[src/hdl/stdp_synapse_update_core_macros.svh]
// Assertion helpers shared by the core's modules.
// Each macro expects clk and arst_n in the enclosing scope.
`ifndef STDP_SYNAPSE_UPDATE_CORE_MACROS_SVH
`define STDP_SYNAPSE_UPDATE_CORE_MACROS_SVH

// Same-cycle implication, checked outside reset.
`define STDPSU_ASSERT_NOW(label, ante, cons, msg) \
	label: assert property (@(posedge clk) disable iff (!arst_n) (ante) |-> (cons)) \
		else $error(msg);

// Next-cycle implication, checked outside reset.
`define STDPSU_ASSERT_NEXT(label, ante, cons, msg) \
	label: assert property (@(posedge clk) disable iff (!arst_n) (ante) |=> (cons)) \
		else $error(msg);

`endif

[src/hdl/stdpsu_pkg.sv]
package stdpsu_pkg;

	localparam int WEIGHT_W   = 24;
	localparam int TIME_W     = 32;
	localparam int IDX_W      = 10;
	localparam int FUNC_W     = 2;
	localparam int CFG_INDEX_W = 8;
	localparam int CFG_DATA_W = 23;
	localparam int FACTOR_W   = 17;
	localparam int PROD_W     = 42;

	// event kinds carried in tuser
	localparam logic [FUNC_W-1:0] FUNC_PRE    = 2'd0;
	localparam logic [FUNC_W-1:0] FUNC_POST   = 2'd1;
	localparam logic [FUNC_W-1:0] FUNC_UPDATE = 2'd2;

	// configuration register indexes
	localparam logic [CFG_INDEX_W-1:0] REG_PLASTIC_ENABLE = 8'd0;
	localparam logic [CFG_INDEX_W-1:0] REG_WEIGHT_MAX     = 8'd1;

	// Q8.16 constants
	localparam logic signed [WEIGHT_W-1:0] Q_PRE_TRACE  = 24'sd6554;
	localparam logic signed [WEIGHT_W-1:0] Q_POST_TRACE = -24'sd7864;
	localparam logic signed [WEIGHT_W+1:0] Q_DRIFT      = 26'sd655;
	localparam logic [FACTOR_W-1:0]        Q_FILTER     = 17'd58982;
	localparam logic signed [PROD_W-1:0]   Q_ROUND      = 42'sd32768;
	localparam logic signed [WEIGHT_W-1:0] Q_MAX24      = 24'sh7FFFFF;
	localparam logic signed [WEIGHT_W-1:0] Q_MIN24      = 24'sh800000;

	typedef struct packed {
		logic signed [WEIGHT_W-1:0] weight;
		logic signed [WEIGHT_W-1:0] change;
		logic signed [WEIGHT_W-1:0] potent;
		logic signed [WEIGHT_W-1:0] depress;
		logic [TIME_W-1:0]          last_pre;
		logic [TIME_W-1:0]          last_post;
	} syn_entry_t;

	typedef struct packed {
		logic clear;
		logic read;
		logic div;
		logic rom;
		logic mul;
		logic write;
	} cmd_t;

	typedef struct packed {
		logic clear_last;
		logic out_free;
	} status_t;

	// exp(-1/tau) in Q2.30 by its Taylor series; x is 1/tau in Q2.30
	function automatic longint unsigned exp_neg(longint unsigned x);
		longint unsigned term;
		longint          e1;
		term = 64'd1 << 30;
		e1   = longint'(64'd1 << 30);
		for (int n = 1; n <= 24; n++) begin
			term = ((term * x) >> 30) / 64'(n);
			if (n % 2 == 1)
				e1 = e1 - longint'(term);
			else
				e1 = e1 + longint'(term);
		end
		if (e1 < 0)
			e1 = 0;
		return longint'(e1);
	endfunction

	// exp(-k/tau) in unsigned Q1.16, built by repeated Q2.30 products
	function automatic logic [FACTOR_W-1:0] decay_entry(longint unsigned e1, int k);
		longint unsigned r;
		r = 64'd1 << 30;
		for (int i = 0; i < k; i++)
			r = (r * e1 + (64'd1 << 29)) >> 30;
		return FACTOR_W'((r + (64'd1 << 13)) >> 14);
	endfunction

endpackage

[src/hdl/stdpsu_ctrl.sv]
`include "stdp_synapse_update_core_macros.svh"

module stdpsu_ctrl (
	input  logic                clk,
	input  logic                arst_n,
	input  logic                in_valid,
	output logic                in_ready,
	output logic                load,
	input  stdpsu_pkg::status_t status,
	output stdpsu_pkg::cmd_t    cmd
);

	typedef enum logic [2:0] {
		ST_CLEAR,
		ST_IDLE,
		ST_READ,
		ST_DIV,
		ST_ROM,
		ST_MUL,
		ST_WRITE
	} state_t;

	state_t           state_q;
	stdpsu_pkg::cmd_t cmd_q;
	logic             ready_q;

	assign load     = in_valid & ready_q;
	assign in_ready = ready_q;
	assign cmd      = cmd_q;

	always_ff @(posedge clk or negedge arst_n) begin
		if (!arst_n) begin
			state_q     <= ST_CLEAR;
			cmd_q       <= '0;
			cmd_q.clear <= 1'b1;
			ready_q     <= 1'b0;
		end else begin
			case (state_q)
				ST_CLEAR: begin
					if (status.clear_last) begin
						state_q     <= ST_IDLE;
						cmd_q.clear <= 1'b0;
						ready_q     <= 1'b1;
					end
				end
				ST_IDLE: begin
					if (in_valid) begin
						state_q    <= ST_READ;
						ready_q    <= 1'b0;
						cmd_q.read <= 1'b1;
					end
				end
				ST_READ: begin
					state_q    <= ST_DIV;
					cmd_q.read <= 1'b0;
					cmd_q.div  <= 1'b1;
				end
				ST_DIV: begin
					state_q   <= ST_ROM;
					cmd_q.div <= 1'b0;
					cmd_q.rom <= 1'b1;
				end
				ST_ROM: begin
					state_q   <= ST_MUL;
					cmd_q.rom <= 1'b0;
					cmd_q.mul <= 1'b1;
				end
				ST_MUL: begin
					state_q     <= ST_WRITE;
					cmd_q.mul   <= 1'b0;
					cmd_q.write <= 1'b1;
				end
				ST_WRITE: begin
					// hold until the result register can take the new result
					if (status.out_free) begin
						state_q     <= ST_IDLE;
						cmd_q.write <= 1'b0;
						ready_q     <= 1'b1;
					end
				end
				default: begin
					state_q <= ST_IDLE;
					cmd_q   <= '0;
					ready_q <= 1'b1;
				end
			endcase
		end
	end

	`STDPSU_ASSERT_NOW(a_one_step, 1'b1, $onehot0({cmd_q.clear, cmd_q.read, cmd_q.div, cmd_q.rom, cmd_q.mul, cmd_q.write, ready_q}), "more than one step active")
	`STDPSU_ASSERT_NEXT(a_load_reads, load, cmd_q.read && !ready_q, "accepted item did not start a read")
	`STDPSU_ASSERT_NEXT(a_write_done, cmd_q.write && status.out_free, ready_q && !cmd_q.write, "write step did not retire")
	`STDPSU_ASSERT_NEXT(a_clear_done, cmd_q.clear && status.clear_last, ready_q && !cmd_q.clear, "clearing pass did not end")

endmodule

[config.mk]
export PLATFORM = sky130hd
export DESIGN_NAME = stdpsu_ctrl
export DESIGN_NICKNAME = d
export VERILOG_FILES = /design/src/hdl/stdpsu_pkg.sv /design/src/hdl/stdpsu_ctrl.sv
export VERILOG_INCLUDE_DIRS = /design/src /design/src/hdl
export SDC_FILE = /design/constraint.sdc
export NUM_CORES = 1
export LEC_CHECK = 0
export BUFFER_PORTS_ARGS = -buffer_cell sky130_fd_sc_hd__buf_4
export CORE_AREA = 2 2 39 41
export DETAILED_ROUTE_END_ITERATION = 16
export DIE_AREA = 0 0 41 43
export PLACE_DENSITY = 0.6
export SYNTH_ARGS = -nofsm -noshare
export SYNTH_HDL_FRONTEND = slang
export SYNTH_SLANG_ARGS = --single-unit
[constraint.sdc]
create_clock -name clk -period 0.9 [get_ports clk]
set_input_delay 0.09 -clock clk [delete_from_list [all_inputs] [get_ports clk]]
set_output_delay 0.09 -clock clk [all_outputs]
set_load 0.01 [all_outputs]
Word-level counts from Yosys, hierarchy flattened
Index checks and enable logic that the tools add are counted.
- reductions and logical operators: 13
- multiplexer cells: 17
- shift-type cells: 0
- $lt $le $gt $ge: 0
- multipliers: 0
- eq/ne operators: 9
- div/mod/pow operators: 0
- bitwise logic cells: 5
- $add $sub $neg: 0
- operators with widths (kind ; number):
    OR reduction 5 bit ; 5
    case mux 3 bit (7 select lines) ; 1
    case mux 1 bit (2 select lines) ; 5
    == test 3 bit (second input constant) ; 3
    2-to-1 mux 3 bit ; 3
    == test 3 x 2 -> 1 bit (second input constant) ; 2
    2-to-1 mux 1 bit ; 6
    != test 2 bit (second input constant) ; 3
    AND reduction 2 bit ; 3
    OR reduction 6 bit ; 1
    NOT 1 bit ; 4
    case mux 1 bit (4 select lines) ; 1
    AND reduction 4 bit ; 1
    OR reduction 4 bit ; 1
    == test 3 x 1 -> 1 bit (second input constant) ; 1
    logical NOT 3 bit ; 1
    case mux 1 bit (3 select lines) ; 1
    AND reduction 3 bit ; 1
    AND 1 bit ; 1
- memory bits (writable): 0
- register bits: 10
- memories kept: 0
- word-level logic and storage cells: 52
- output and inout bits: 8
- bits in read-only memories: 0
- input port bits: 5
- bits in latches: 0

Longest topological paths before layout
- depth in word-level cells: 4
- depth in mapped cells: 4
- gate-level depth less buffers: 3

Worst setup path after synthesis
OpenSTA, ideal clock, no wires.
- kind: register to register
- from: reg state_q[2]
- to: reg state_q[0]
- data arrival time: 0.844 ns
- slack: -0.073 ns
- required time: 0.771 ns
- stages on the path, launching flop included: 4
- setup time: 0.129 ns
- cell sequence: dfrtp_1 > buf_6 > o311ai_1 > nand2_1
- longest elaborated chain between the ends: 3
- elaborated cells between the ends (all ways): 12
- classes of those cells: eq/ne: 9; mux: 1; reduce/logical: 2
- RTL lines (item ; RTL line ; text):
    from (decl) ; stdpsu_ctrl.sv:23 ; state_t state_q;
    from (signal assigned) ; stdpsu_ctrl.sv:33 ; state_q <= ST_CLEAR;
    from (signal assigned) ; stdpsu_ctrl.sv:41 ; state_q <= ST_IDLE;
    from (signal assigned) ; stdpsu_ctrl.sv:48 ; state_q <= ST_READ;
    == test 3 bit, or another cell as far along ; stdpsu_ctrl.sv:38 ; case (state_q)
    != test 2 bit (no line) ; -- ;
    AND reduction 3 bit (no line) ; -- ;
Parallel ways exist; a longest one is shown, timed or not.
A chain may end at the register's enable or synchronous reset.

Worst setup path after layout
- from: reg ready_q (netlist: in_ready)
- to: out load
- longest elaborated chain between the ends: 1
- RTL lines (item ; RTL line ; text):
    from (decl) ; stdpsu_ctrl.sv:25 ; logic ready_q;
    from (signal assigned) ; stdpsu_ctrl.sv:36 ; ready_q <= 1'b0;
    from (signal assigned) ; stdpsu_ctrl.sv:43 ; ready_q <= 1'b1;
    from (signal assigned) ; stdpsu_ctrl.sv:49 ; ready_q <= 1'b0;
    AND 1 bit ; stdpsu_ctrl.sv:27 ; assign load = in_valid & ready_q;
    to (decl) ; stdpsu_ctrl.sv:8 ; output logic load,
No other way between the ends.

==> flow_metrics.tcl <==
set metrics [dict create \
    start_util_pct 36.2 \
    crit_family "flip-flops" \
    ys_seq_elements 10 \
    violations "setup timing" \
    synth_area_per_cell_um2 10.0 \
    grt_first_pass_wirelength_mm 2.15 \
    power.density_nw_per_um2 4010 \
    cp.arrival_ns 0.94 \
    combinationalPowerShare_pct 61.6 \
    htreeDepth 1 \
    routabilityCongestion 0.808 \
    synth_edf_count 0 \
    wl_met2_um 722 \
    insertion_delay_ns 0.28 \
    setup_viol 14 \
    cts_tree "done" \
    leakagePower_nw 0.404 \
    drt_iter0_drc 7 \
    synth-seq-area-share_pct 50.2 \
    fp-row-count 14 \
    async_reset_ff_share_pct 100 \
    die_y_um 43 \
    netSwitchingFraction_pct 37.9 \
    synth_commonest_cells "9 x a21oi_1, 9 x dfrtp_1, 4 x o21ai_1" \
    synthCells 50 \
    fmax_mhz 970 \
    timing.final.ws_setup_ns -0.131 \
    period_needed_ns 1.03 \
    grt_pass1_vias 450 \
    cts-root-buf "clkbuf_4" \
    num_vias 499 \
    diodes 0 \
    synthesis.nets 55 \
    endpoint_kind "output port" \
    status "finished, violations left" \
    cap_violations 0 \
    worstHoldStart "status[1]" \
    synth.largest_area_cell "dfrtp_1" \
    grt_usage_pct 18.4 \
    critPathMaxFanout 4 \
    drive_gt1_share_pct 67.1 \
    fill_cells 112 \
    irDropWorstVdd_mv 1.89 \
    grt_max_degree 11 \
    cts_buffers 3 \
    finalWirelength_mm 1.44 \
    grt_setup_unrepaired "yes" \
    yosysTopAreaCellShare_pct 45.0 \
    slowest_stage "dfrtp_1" \
    intPower_mw 2.22 \
    clock-sinks 10 \
    final_net_count 88 \
    regToRegSetupSlack_ns -0.13 \
    die_area_um2 1760 \
    area_delta_synth_final_pct 78.3 \
    max_stage_delay_ns 0.41 \
    p_clk_share_pct 11.9 \
    finalMaxSlewViolations 0 \
    drc_errors 0 \
    timing.rr.start "state_q[2]" \
    postRouteAntennaNets 0 \
    ys_top_cells_by_area "dfrtp_1 45%, a21oi_1 9.0%, dfstp_2 5.3%" \
    ys.flop_type "dfrtp_1" \
    pre_cts_slack_ns -0.197 \
    cp_data_required_time_ns 0.81 \
    post_dp_cell_area_um2 633 \
    antenna_found_initial 0 \
    worst_pin_slew_ns 0.208 \
    fin_skew_ns 0.00261 \
    critPathKind "reg -> out" \
    wl_met3_um 89 \
    path_cells "and2_4, buf_6" \
    worstPathBufferInverterCount 1 \
    hp-class "in -> reg" \
    r2r-end "state_q[0]" \
    grt-ovfl-total 0 \
    coreArea_um2 1380 \
    relSlewSlack_pct 86.1 \
    final.setup.tns_ns -1.16 \
    cp-start-kind "flop" \
    die_x_um 41 \
    io_pins 13 \
    timing.hold.ws_ns 0.110 \
    io_buffers 12 \
    m1WireLength_um 608 \
    wl_per_cell_um 14.7 \
    cts_buffer_depth 2 \
    dp.final_hpwl_um 789 \
    p_sw_mw 1.35 \
    postLayoutCellArea_um2 892 \
    r2r_cells 4 \
    ys_types 25 \
    yosysWarnings 0 \
    clk_pin_slew_ns 0.07 \
    period_share_pct 115 \
    seqPwrFrac_pct 26.5 \
    top_layer_used "met4" \
    vias_per_cell 5.09 \
    whs_endpoint "state_q[0]" \
    syn-cell-area_um2 500 \
    dr.pass1.iters 4 \
    hold-path-cell-count 3 \
    hold_viol_final 0 \
]
## layout make-up
cell class              instances  area, um^2  area share [%]
inverters                       2        10.0            1.12
clock buffers                   4        36.3            4.07
well taps                      16        20.0            2.24
repair buffers                 31         295            33.1
multi-input cells              35         275            30.9
flip-flops and latches         10         255            28.6
## worst reg2reg max path: stages, from the launching register on
cell,delay (ns)
dfrtp_2,0.46
buf_6,0.16
o21ai_4,0.14
o311ai_2,0.11
nand2_1,0.09
## worst max path at each step
| stage | slack (ns) | from | endpoint | cells after the start |
|---|---|---|---|---|
| 3_5_place_dp | -0.20 | state_q[0] | state_q[0] | 3 |
| 2_1_floorplan | -0.04 | state_q[2] | state_q[0] | 3 |
| 6_report | -0.13 | in_ready | load | 2 |
| 5_1_grt | -0.18 | state_q[2] | state_q[0] | 4 |
| 4_1_cts | -0.13 | in_ready | load | 2 |
| 3_3_place_gp | -0.19 | state_q[0] | state_q[0] | 3 |
## flip-flops by register name (all words and copies together) (netlist names)
signal    count
cmd           6
in_ready      1
state_q       3
## layout by cell type (no fill, tap or decap), types with 2 or more instances in the layout
master / netlist / routed
buf_4: 1 / 14
nand2b_4: 0 / 2
clkbuf_4: 0 / 3
nor2_4: 1 / 2
nand2_1: 3 / 3
dfrtp_2: 0 / 3
a21oi_2: 0 / 6
o21ai_1: 4 / 4
buf_6: 2 / 16
a21oi_1: 9 / 3
dfrtp_1: 9 / 6
## per-layer routing
metal / up-vias / global-route usage (%)
li1: 243 / -
met2: 14 / 24.1
met3: 3 / 5.24
met4: 0 / 8.00
met1: 239 / 27.4
met5: - / 0
## cells by family after synthesis
kind of cell	share of synthesized area, %
compound gates	28.5
buf+inv	7.50
flops	50.3
simple gates	13.7
## metrics by stage
| stage | util, % | cells | total power, mW |
|---|---|---|---|
| after detailed placement | 45.8 | 82 | 2.18 |
| final | 64.5 | 98 | 3.58 |
| after floorplan | - | 50 | 1.68 |
| after global placement | 45.8 | 82 | 2.17 |
| after CTS | 59.1 | 94 | 3.21 |
| after global routing | 64.5 | 98 | 3.81 |
## power by group through the flow
stage / Sequential (mW) / Clock (mW) / Combinational (mW)
2_1_floorplan: 0.880 / 0 / 0.799
3_3_place_gp: 0.926 / 0 / 1.24
3_5_place_dp: 0.928 / 0 / 1.25
4_1_cts: 0.920 / 0.427 / 1.87
5_1_grt: 0.971 / 0.456 / 2.39
6_report: 0.947 / 0.426 / 2.20
## timing repair
action / in CTS / in global routing
resized for setup: 27 / 12
buffers inserted: 8 / 5
pin swaps: 8 / 6
hold buffers: 1 / 0
setup endpoints to repair: 15 / 18
endpoints found under the hold margin: 10 / 0
Note: power is estimated with default switching activity, not from simulation.
